<file path="src/hdl/byte_run_length_encoder_macros.svh">
// Assertion macros for the byte run-length encoder.
`ifndef BYTE_RUN_LENGTH_ENCODER_MACROS_SVH
`define BYTE_RUN_LENGTH_ENCODER_MACROS_SVH

// Check a condition in the same cycle as its trigger.
`define BRLE_ASSERT_SAME(label, trig, cond) \
   label: assert property (@(posedge clock) disable iff (reset) (trig) |-> (cond)) \
      else $error("byte_run_length_encoder: assertion failed");

// Check a condition in the cycle after its trigger.
`define BRLE_ASSERT_NEXT(label, trig, cond) \
   label: assert property (@(posedge clock) disable iff (reset) (trig) |=> (cond)) \
      else $error("byte_run_length_encoder: assertion failed");

`endif

</file>
<file path="src/hdl/brle_pkg.sv">
// Types and constants for the byte run-length encoder.
package brle_pkg;

   localparam logic [7:0] RUN_LIMIT_RESET = 8'd255;
   localparam logic [7:0] RUN_LIMIT_FLOOR = 8'd2;
   localparam int         RESULT_SLOTS    = 4;

   typedef struct packed {
      logic [7:0]  byte_value;
      logic        is_count;
      logic [31:0] run_start;
      logic [31:0] run_total;
      logic        last;
   } result_type;

endpackage

</file>
<file path="src/hdl/brle_req_if.sv">
// Input channel of the byte run-length encoder: one raw byte per word.
interface brle_req_if;
   logic       valid;
   logic       ready;
   logic [7:0] data_byte;
   logic       end_of_data;

   modport source (output valid, output data_byte, output end_of_data, input ready);
   modport sink (input valid, input data_byte, input end_of_data, output ready);
endinterface

</file>
<file path="src/hdl/brle_rsp_if.sv">
// Result channel of the byte run-length encoder: one count or literal byte per word.
interface brle_rsp_if;
   logic        valid;
   logic        ready;
   logic [7:0]  byte_value;
   logic        is_count;
   logic [31:0] run_start;
   logic [31:0] run_total;
   logic        last;

   modport source (output valid, output byte_value, output is_count, output run_start,
                   output run_total, output last, input ready);
   modport sink (input valid, input byte_value, input is_count, input run_start,
                 input run_total, input last, output ready);
endinterface

</file>
<file path="src/hdl/byte_run_length_encoder.sv">
// Byte run-length encoder: folds equal adjacent bytes into count and literal words.
//
// One input word is taken per cycle into an input register while that register is
// empty or its byte advances; the run logic then updates its state and loads zero
// to four result words into a four-entry result buffer. The result port drains that
// buffer one word per cycle while the receiver is ready, so the sustained rate is
// one byte per cycle while bytes extend a run or break it into a single word and the
// receiver is ready. A new byte waits in the input register while the buffer still
// holds more than its final word, as after a break that gives a count and a byte or
// a byte carrying the end marker. Positions count from 1 in each stream and wrap at
// 2**POSITION_WIDTH; run_start carries their low 32 bits.
`include "byte_run_length_encoder_macros.svh"

module byte_run_length_encoder
   import brle_pkg::*;
#(
   parameter int POSITION_WIDTH = 32
) (
   input  logic        clock,
   input  logic        reset,
   input  logic        csr_wr_en,
   input  logic [7:0]  csr_wr_data,
   brle_req_if.sink    req_chan,
   brle_rsp_if.source  rsp_chan
);

   localparam int COUNT_WIDTH = $clog2(RESULT_SLOTS + 1);

   logic [7:0]                max_run_ff;
   logic                      in_valid_ff;
   logic [7:0]                in_byte_ff;
   logic                      in_end_ff;
   logic [7:0]                held_byte_ff, held_byte_in;
   logic [7:0]                run_length_ff, run_length_in;
   logic                      holding_ff, holding_in;
   logic [POSITION_WIDTH-1:0] position_ff, position_in;
   logic [POSITION_WIDTH-1:0] run_start_ff, run_start_in;
   logic [31:0]               counted_ff, counted_in;
   result_type                slot_ff [RESULT_SLOTS];
   result_type                slot_in [RESULT_SLOTS];
   logic [COUNT_WIDTH-1:0]    count_ff, count_in;

   logic                      take;
   logic                      advance;
   logic [7:0]                limit;
   logic                      extend;
   logic [POSITION_WIDTH-1:0] next_position;
   logic [7:0]                new_byte;
   logic [7:0]                new_length;
   logic [POSITION_WIDTH-1:0] new_start;
   logic [63:0]               old_start_wide;
   logic [63:0]               new_start_wide;
   logic                      old_count_v;
   logic                      old_byte_v;
   logic                      new_count_v;
   logic                      new_byte_v;
   logic [31:0]               total;
   result_type                cand [RESULT_SLOTS];
   logic                      cand_v [RESULT_SLOTS];
   result_type                packed_slot [RESULT_SLOTS];
   logic [COUNT_WIDTH-1:0]    packed_count;

   assign take    = rsp_chan.valid && rsp_chan.ready;
   assign advance = in_valid_ff &&
                    ((count_ff == '0) || ((count_ff == COUNT_WIDTH'(1)) && rsp_chan.ready));
   assign req_chan.ready = !in_valid_ff || advance;

   assign limit         = (max_run_ff < RUN_LIMIT_FLOOR) ? RUN_LIMIT_FLOOR : max_run_ff;
   assign extend        = holding_ff && (in_byte_ff == held_byte_ff) && (run_length_ff < limit);
   assign next_position = position_ff + POSITION_WIDTH'(1);
   assign new_byte      = extend ? held_byte_ff : in_byte_ff;
   assign new_length    = extend ? (run_length_ff + 8'd1) : 8'd1;
   assign new_start     = extend ? run_start_ff : next_position;

   assign old_start_wide = 64'(run_start_ff);
   assign new_start_wide = 64'(new_start);

   assign old_byte_v  = !extend && holding_ff;
   assign old_count_v = old_byte_v && (run_length_ff > 8'd1);
   assign new_byte_v  = in_end_ff;
   assign new_count_v = in_end_ff && (new_length > 8'd1);
   assign total       = counted_ff + 32'(old_count_v) + 32'(new_count_v);

   always_comb begin
      cand[0] = '{byte_value: run_length_ff, is_count: 1'b1,
                  run_start: old_start_wide[31:0], run_total: 32'd0, last: 1'b0};
      cand[1] = '{byte_value: held_byte_ff, is_count: 1'b0,
                  run_start: 32'd0, run_total: 32'd0, last: 1'b0};
      cand[2] = '{byte_value: new_length, is_count: 1'b1,
                  run_start: new_start_wide[31:0], run_total: 32'd0, last: 1'b0};
      cand[3] = '{byte_value: new_byte, is_count: 1'b0,
                  run_start: 32'd0, run_total: total, last: 1'b1};
      cand_v[0] = old_count_v;
      cand_v[1] = old_byte_v;
      cand_v[2] = new_count_v;
      cand_v[3] = new_byte_v;
   end

   // pack the valid candidates to the front of the buffer
   always_comb begin
      logic [COUNT_WIDTH-1:0] idx;
      idx = '0;
      for (int i = 0; i < RESULT_SLOTS; i++) begin
         packed_slot[i] = cand[i];
      end
      for (int i = 0; i < RESULT_SLOTS; i++) begin
         if (cand_v[i]) begin
            packed_slot[idx[COUNT_WIDTH-2:0]] = cand[i];
            idx = idx + COUNT_WIDTH'(1);
         end
      end
      packed_count = idx;
   end

   always_comb begin
      held_byte_in  = held_byte_ff;
      run_length_in = run_length_ff;
      holding_in    = holding_ff;
      position_in   = position_ff;
      run_start_in  = run_start_ff;
      counted_in    = counted_ff;
      count_in      = count_ff;
      for (int i = 0; i < RESULT_SLOTS; i++) begin
         slot_in[i] = slot_ff[i];
      end
      if (advance) begin
         if (in_end_ff) begin
            held_byte_in  = 8'd0;
            run_length_in = 8'd0;
            holding_in    = 1'b0;
            position_in   = '0;
            run_start_in  = '0;
            counted_in    = 32'd0;
         end else begin
            held_byte_in  = new_byte;
            run_length_in = new_length;
            holding_in    = 1'b1;
            position_in   = next_position;
            run_start_in  = new_start;
            counted_in    = counted_ff + 32'(old_count_v);
         end
         count_in = packed_count;
         for (int i = 0; i < RESULT_SLOTS; i++) begin
            slot_in[i] = packed_slot[i];
         end
      end else if (take) begin
         count_in = count_ff - COUNT_WIDTH'(1);
         for (int i = 0; i < RESULT_SLOTS - 1; i++) begin
            slot_in[i] = slot_ff[i + 1];
         end
      end
   end

   always_ff @(posedge clock) begin
      if (reset) begin
         max_run_ff    <= RUN_LIMIT_RESET;
         in_valid_ff   <= 1'b0;
         held_byte_ff  <= 8'd0;
         run_length_ff <= 8'd0;
         holding_ff    <= 1'b0;
         position_ff   <= '0;
         run_start_ff  <= '0;
         counted_ff    <= 32'd0;
         count_ff      <= '0;
      end else begin
         if (csr_wr_en) begin
            max_run_ff <= csr_wr_data;
         end
         if (req_chan.ready) begin
            in_valid_ff <= req_chan.valid;
         end
         held_byte_ff  <= held_byte_in;
         run_length_ff <= run_length_in;
         holding_ff    <= holding_in;
         position_ff   <= position_in;
         run_start_ff  <= run_start_in;
         counted_ff    <= counted_in;
         count_ff      <= count_in;
      end
   end

   always_ff @(posedge clock) begin
      if (req_chan.valid && req_chan.ready) begin
         in_byte_ff <= req_chan.data_byte;
         in_end_ff  <= req_chan.end_of_data;
      end
      for (int i = 0; i < RESULT_SLOTS; i++) begin
         slot_ff[i] <= slot_in[i];
      end
   end

   assign rsp_chan.valid      = (count_ff != '0);
   assign rsp_chan.byte_value = slot_ff[0].byte_value;
   assign rsp_chan.is_count   = slot_ff[0].is_count;
   assign rsp_chan.run_start  = slot_ff[0].run_start;
   assign rsp_chan.run_total  = slot_ff[0].run_total;
   assign rsp_chan.last       = slot_ff[0].last;

   `BRLE_ASSERT_SAME(a_count_range, 1'b1, count_ff <= COUNT_WIDTH'(RESULT_SLOTS))
   `BRLE_ASSERT_SAME(a_last_is_literal, rsp_chan.valid && rsp_chan.last, !rsp_chan.is_count)
   `BRLE_ASSERT_NEXT(a_end_clears_run, advance && in_end_ff, !holding_ff && (counted_ff == 32'd0))
   `BRLE_ASSERT_NEXT(a_end_gives_word, advance && in_end_ff, count_ff != '0)

endmodule
</file>
<file path="src/flat_wrapper.sv">
// flat-port wrapper written by rule: the top's interface ports become plain ports
module byte_run_length_encoder_flat import brle_pkg::*;
#(
   parameter int POSITION_WIDTH = 32
)
  (clock, reset, csr_wr_en, csr_wr_data, req_chan_valid, req_chan_data_byte, req_chan_end_of_data, req_chan_ready, rsp_chan_valid, rsp_chan_byte_value, rsp_chan_is_count, rsp_chan_run_start, rsp_chan_run_total, rsp_chan_last, rsp_chan_ready);
  brle_req_if req_chan_i ();
  brle_rsp_if rsp_chan_i ();
  input  logic clock;
  input  logic reset;
  input  logic csr_wr_en;
  input  logic [7:0] csr_wr_data;
  input wire logic [$bits(req_chan_i.valid)-1:0] req_chan_valid;
  input wire logic [$bits(req_chan_i.data_byte)-1:0] req_chan_data_byte;
  input wire logic [$bits(req_chan_i.end_of_data)-1:0] req_chan_end_of_data;
  output wire logic [$bits(req_chan_i.ready)-1:0] req_chan_ready;
  output wire logic [$bits(rsp_chan_i.valid)-1:0] rsp_chan_valid;
  output wire logic [$bits(rsp_chan_i.byte_value)-1:0] rsp_chan_byte_value;
  output wire logic [$bits(rsp_chan_i.is_count)-1:0] rsp_chan_is_count;
  output wire logic [$bits(rsp_chan_i.run_start)-1:0] rsp_chan_run_start;
  output wire logic [$bits(rsp_chan_i.run_total)-1:0] rsp_chan_run_total;
  output wire logic [$bits(rsp_chan_i.last)-1:0] rsp_chan_last;
  input wire logic [$bits(rsp_chan_i.ready)-1:0] rsp_chan_ready;
  assign req_chan_i.valid = req_chan_valid;
  assign req_chan_i.data_byte = req_chan_data_byte;
  assign req_chan_i.end_of_data = req_chan_end_of_data;
  assign req_chan_ready = req_chan_i.ready;
  assign rsp_chan_valid = rsp_chan_i.valid;
  assign rsp_chan_byte_value = rsp_chan_i.byte_value;
  assign rsp_chan_is_count = rsp_chan_i.is_count;
  assign rsp_chan_run_start = rsp_chan_i.run_start;
  assign rsp_chan_run_total = rsp_chan_i.run_total;
  assign rsp_chan_last = rsp_chan_i.last;
  assign rsp_chan_i.ready = rsp_chan_ready;
  byte_run_length_encoder #(.POSITION_WIDTH(POSITION_WIDTH)) u_core (.clock(clock), .reset(reset), .csr_wr_en(csr_wr_en), .csr_wr_data(csr_wr_data), .req_chan(req_chan_i), .rsp_chan(rsp_chan_i));
endmodule
</file>
<file path="config.mk">
export PLATFORM = sky130hd
export DESIGN_NAME = byte_run_length_encoder_flat
export DESIGN_NICKNAME = d
export VERILOG_FILES = /design/src/hdl/brle_pkg.sv /design/src/hdl/brle_req_if.sv /design/src/hdl/brle_rsp_if.sv /design/src/hdl/byte_run_length_encoder.sv /design/src/flat_wrapper.sv
export VERILOG_INCLUDE_DIRS = /design/src /design/src/hdl
export SDC_FILE = /design/constraint.sdc
export NUM_CORES = 1
export LEC_CHECK = 0
export ABC_AREA = 1
export BUFFER_PORTS_ARGS = -buffer_cell sky130_fd_sc_hd__buf_2
export CAP_MARGIN = 40
export CORE_ASPECT_RATIO = 0.5
export CORE_UTILIZATION = 64
export CTS_BUF_LIST = sky130_fd_sc_hd__clkbuf_4 sky130_fd_sc_hd__clkbuf_8
export CTS_CLUSTER_SIZE = 24
export DETAILED_ROUTE_END_ITERATION = 10
export PLACE_DENSITY = 0.84
export SLEW_MARGIN = 20
export SYNTH_ARGS = -nofsm -noshare
export SYNTH_HDL_FRONTEND = slang
export SYNTH_SLANG_ARGS = --single-unit
</file>
<file path="constraint.sdc">
create_clock -name clock -period 13.8 [get_ports clock]
set_clock_uncertainty 0.05 [all_clocks]
set_input_delay 2.76 -clock clock [delete_from_list [all_inputs] [get_ports clock]]
set_output_delay 2.76 -clock clock [all_outputs]
set_load 0.005 [all_outputs]
</file>
==> results_dict.tcl <==
set metrics [dict create \
    status "finished clean" \
    wire_per_inst_um 16.3 \
    die-area_um2 32300 \
    yosys.area_share.adder_pct 1.49 \
    cp_max_fo 3 \
    drt-total-wl_um 45900 \
    period_needed_ps 6130 \
    final_area_um2 22500 \
    max_cap_violations 0 \
    vdd_drop_max_v 0.000191 \
    core_area_um2 30600 \
    timing.final.crit_share_pct 44.4 \
    async_flop_share_pct 0 \
    ys_warn_count 0 \
    crit_arrival_ps 3320 \
    synth_compound_area_share_pct 8.73 \
    cts_resized 0 \
    crit_start "rsp_chan_ready" \
    overflow 0 \
    ant_nets 0 \
    numCtsBuffers 57 \
    slew_headroom_pct 36.0 \
    insertion_delay_ps 620 \
    power.density_nw_per_um2 182 \
    synth-simple-area-share_pct 22.9 \
    finalHoldViolations 0 \
    yosysUniqueCellTypes 51 \
    hold_class "reg2reg" \
    syn2layout_area_growth_pct 11.6 \
    p_int_mw 2.85 \
    boundaryPins 98 \
    synth_area_um2 20200 \
    avgSynthCellArea_um2 9.00 \
    placementRows 45 \
    cts_root_buf "clkbuf_8" \
    worstPathCellList "buf_2 > nand3_1 > nand2_1 > inv_1 > nand2_1 > buf_2" \
    comb_power_share_pct 22.9 \
    setup_viol 0 \
    die_w_um 253 \
    grt_max_degree 169 \
    crit_required_ps 10990 \
    fin_ws_ps 7670 \
    initial_utilization_pct 65.9 \
    grtUsageTotal_pct 28.8 \
    whs_ps 422 \
    ys_seq_area_share_pct 57.8 \
    first_global_vias 14800 \
    cts.sinks 430 \
    htree_levels 2 \
    ys_ff_latch 430 \
    antenna_found_initial 0 \
    synth_top_family_by_area "simple AND/OR/NAND/NOR gates" \
    clk_pin_slew_ps 70 \
    drc_errors 0 \
    cts_hold_buffers 0 \
    antennaDiodeCount 0 \
    placed_area_um2 21200 \
    synthCells 2241 \
    postCtsSetupRepairBufs 0 \
    clock_path_buffers 3 \
    critPathMaxStageDelay_ps 140 \
    p_seq_share_pct 51.5 \
    dp_hpwl_um 29100 \
    gp_congestion 0.932 \
    cpMaxStageDelayCell "buf_2" \
    end_kind "output pin" \
    synth-xor-area-share_pct 3.27 \
    synthMuxAreaShare_pct 0 \
    finalCoreUtilization_pct 73.5 \
    reg2reg_from "u_core.max_run_ff[7]" \
    cp-start-kind "input pin" \
    hp-start "u_core.run_start_ff[14]" \
    switching_power_mw 1.24 \
    drt-initial-drc-count 1630 \
    p_total_mw 4.09 \
    die_h_um 128 \
    layout.cells.non_filler 2818 \
    slew_viol_final 0 \
    worst_slew_pin_slew_ps 959 \
    synth_edf_count 305 \
    grt_pass1_wl_um 73800 \
    swShare_pct 30.3 \
    fill_cells 2222 \
    dr.pass1.iters 6 \
    cts_tree "done" \
    grt_setup_unrepaired "false" \
    routed_via_density 5.57 \
    nets 2392 \
    pre_cts_ws_ps 7660 \
    vias 15700 \
    io_buffers 97 \
    dp.cells 2709 \
    clock.fmax_mhz 163 \
    clock_power_share_pct 25.6 \
    synth-main-ff-cell "edfxtp_1" \
    crit_type "in2out" \
    drive_gt1_share_pct 12.4 \
    finalSetupTns_ps 0 \
    p_leak_nw 8.89 \
]
-- critical path, delay by kind of cell --
family        cells  cell delay, ps
simple gates      3             220
buf+inv           3             350
-- layout make-up --
class                           count  area, um^2  area share, %
Inverter                          203         769           3.42
Clock buffer                       87        1070           4.76
Tap cell                          423         529           2.35
Clock inverter                     21         200          0.889
Multi-Input combinational cell   1536        7500           33.3
Timing Repair Buffer              118         778           3.46
Sequential cell                   430       11700           51.8
-- cells in the mapped netlist, types with 2 or more instances --
cell type	n	area, um^2
a211oi_1	2	15.0
a21oi_1	135	676
a22oi_1	2	15.0
a31oi_1	2	12.5
a32o_1	18	180
and2_1	7	43.8
buf_1	9	33.8
buf_2	2	10.0
clkbuf_1	93	349
clkinv_1	2	7.51
conb_1	2	7.51
dfxtp_1	125	2500
edfxtp_1	305	9160
ha_1	24	300
inv_1	193	724
inv_2	8	30.0
nand2_1	688	2580
nand2_2	5	31.3
nand3_1	98	490
nand3b_1	5	37.5
nand4_1	22	138
nor2_1	183	687
nor2_2	13	81.3
nor2_4	5	56.3
nor3_1	22	110
nor3_2	4	40.0
nor3_4	2	32.5
nor4_1	9	56.3
o211ai_1	7	52.6
o21a_1	6	45.0
o21ai_0	102	510
o21ai_1	10	50.1
o221ai_1	14	123
o22ai_1	4	25.0
o31ai_1	3	22.5
or2_2	28	175
xnor2_1	15	131
xor2_1	51	447
xor2_2	4	65.1
-- worst paths after layout --
path                             endpoint  slack [ps]  cells after the start
hold / removal    u_core.run_start_ff[14]         420                      2
hold reg to reg   u_core.run_start_ff[14]         420                      2
setup reg to reg    u_core.slot_ff[3][27]        8450                     25
setup / recovery           req_chan_ready        7670                      6
-- metal layers --
metal / vias to the layer above / GRT usage [%] / routed length (um)
li1: 7609 / - / -
met1: 7432 / 38.1 / 19500
met2: 549 / 48.1 / 21900
met3: 106 / 5.30 / 3070
met4: 0 / 9.95 / 1350
met5: - / 0 / 0
-- logic make-up (layout without fill, tap and decap cells) --
group           Yosys count  in the layout
simple gates           1098           1098
flops                   430            430
compound gates          309            309
buf+inv                 307            429
xor+xnor                 71             71
fa+ha+maj                24             24
other cells               2             34
-- cells in the final DEF (no fill, tap or decap), drive strengths merged, types with 7 or more instances in the layout --
cell and n:
nand3 99, xnor2 16, ha 24, nor3 28, buf 118, o211ai 7, conb 34, edfxtp 305
nand2 693, nor2 201, o221ai 14, xor2 55, or2 30, clkbuf 87, o21ai 112, inv 201
clkinv 17, dfxtp 125, and2 7, nand4 23, a32o 18, a21oi 135, nor4 9
-- state kept, by name (all words and copies together) (netlist names), 3 cells and up --
name / cells
u_core.count_ff: 3
u_core.held_byte_ff: 8
u_core.counted_ff: 32
u_core.in_byte_ff: 8
u_core.max_run_ff: 8
u_core.slot_ff: 296
u_core.position_ff: 32
u_core.run_length_ff: 8
u_core.run_start_ff: 32
-- power groups by stage --
stage	logic (mW)	registers [mW]	clock network, mW
after floorplan	0.576	2.27	0
after global placement	0.894	2.11	0
after detailed placement	0.933	2.13	0
after CTS	0.940	2.10	1.06
after global routing	1.05	2.14	1.12
final	0.938	2.11	1.05
Note: power is estimated with default switching activity, not from simulation.
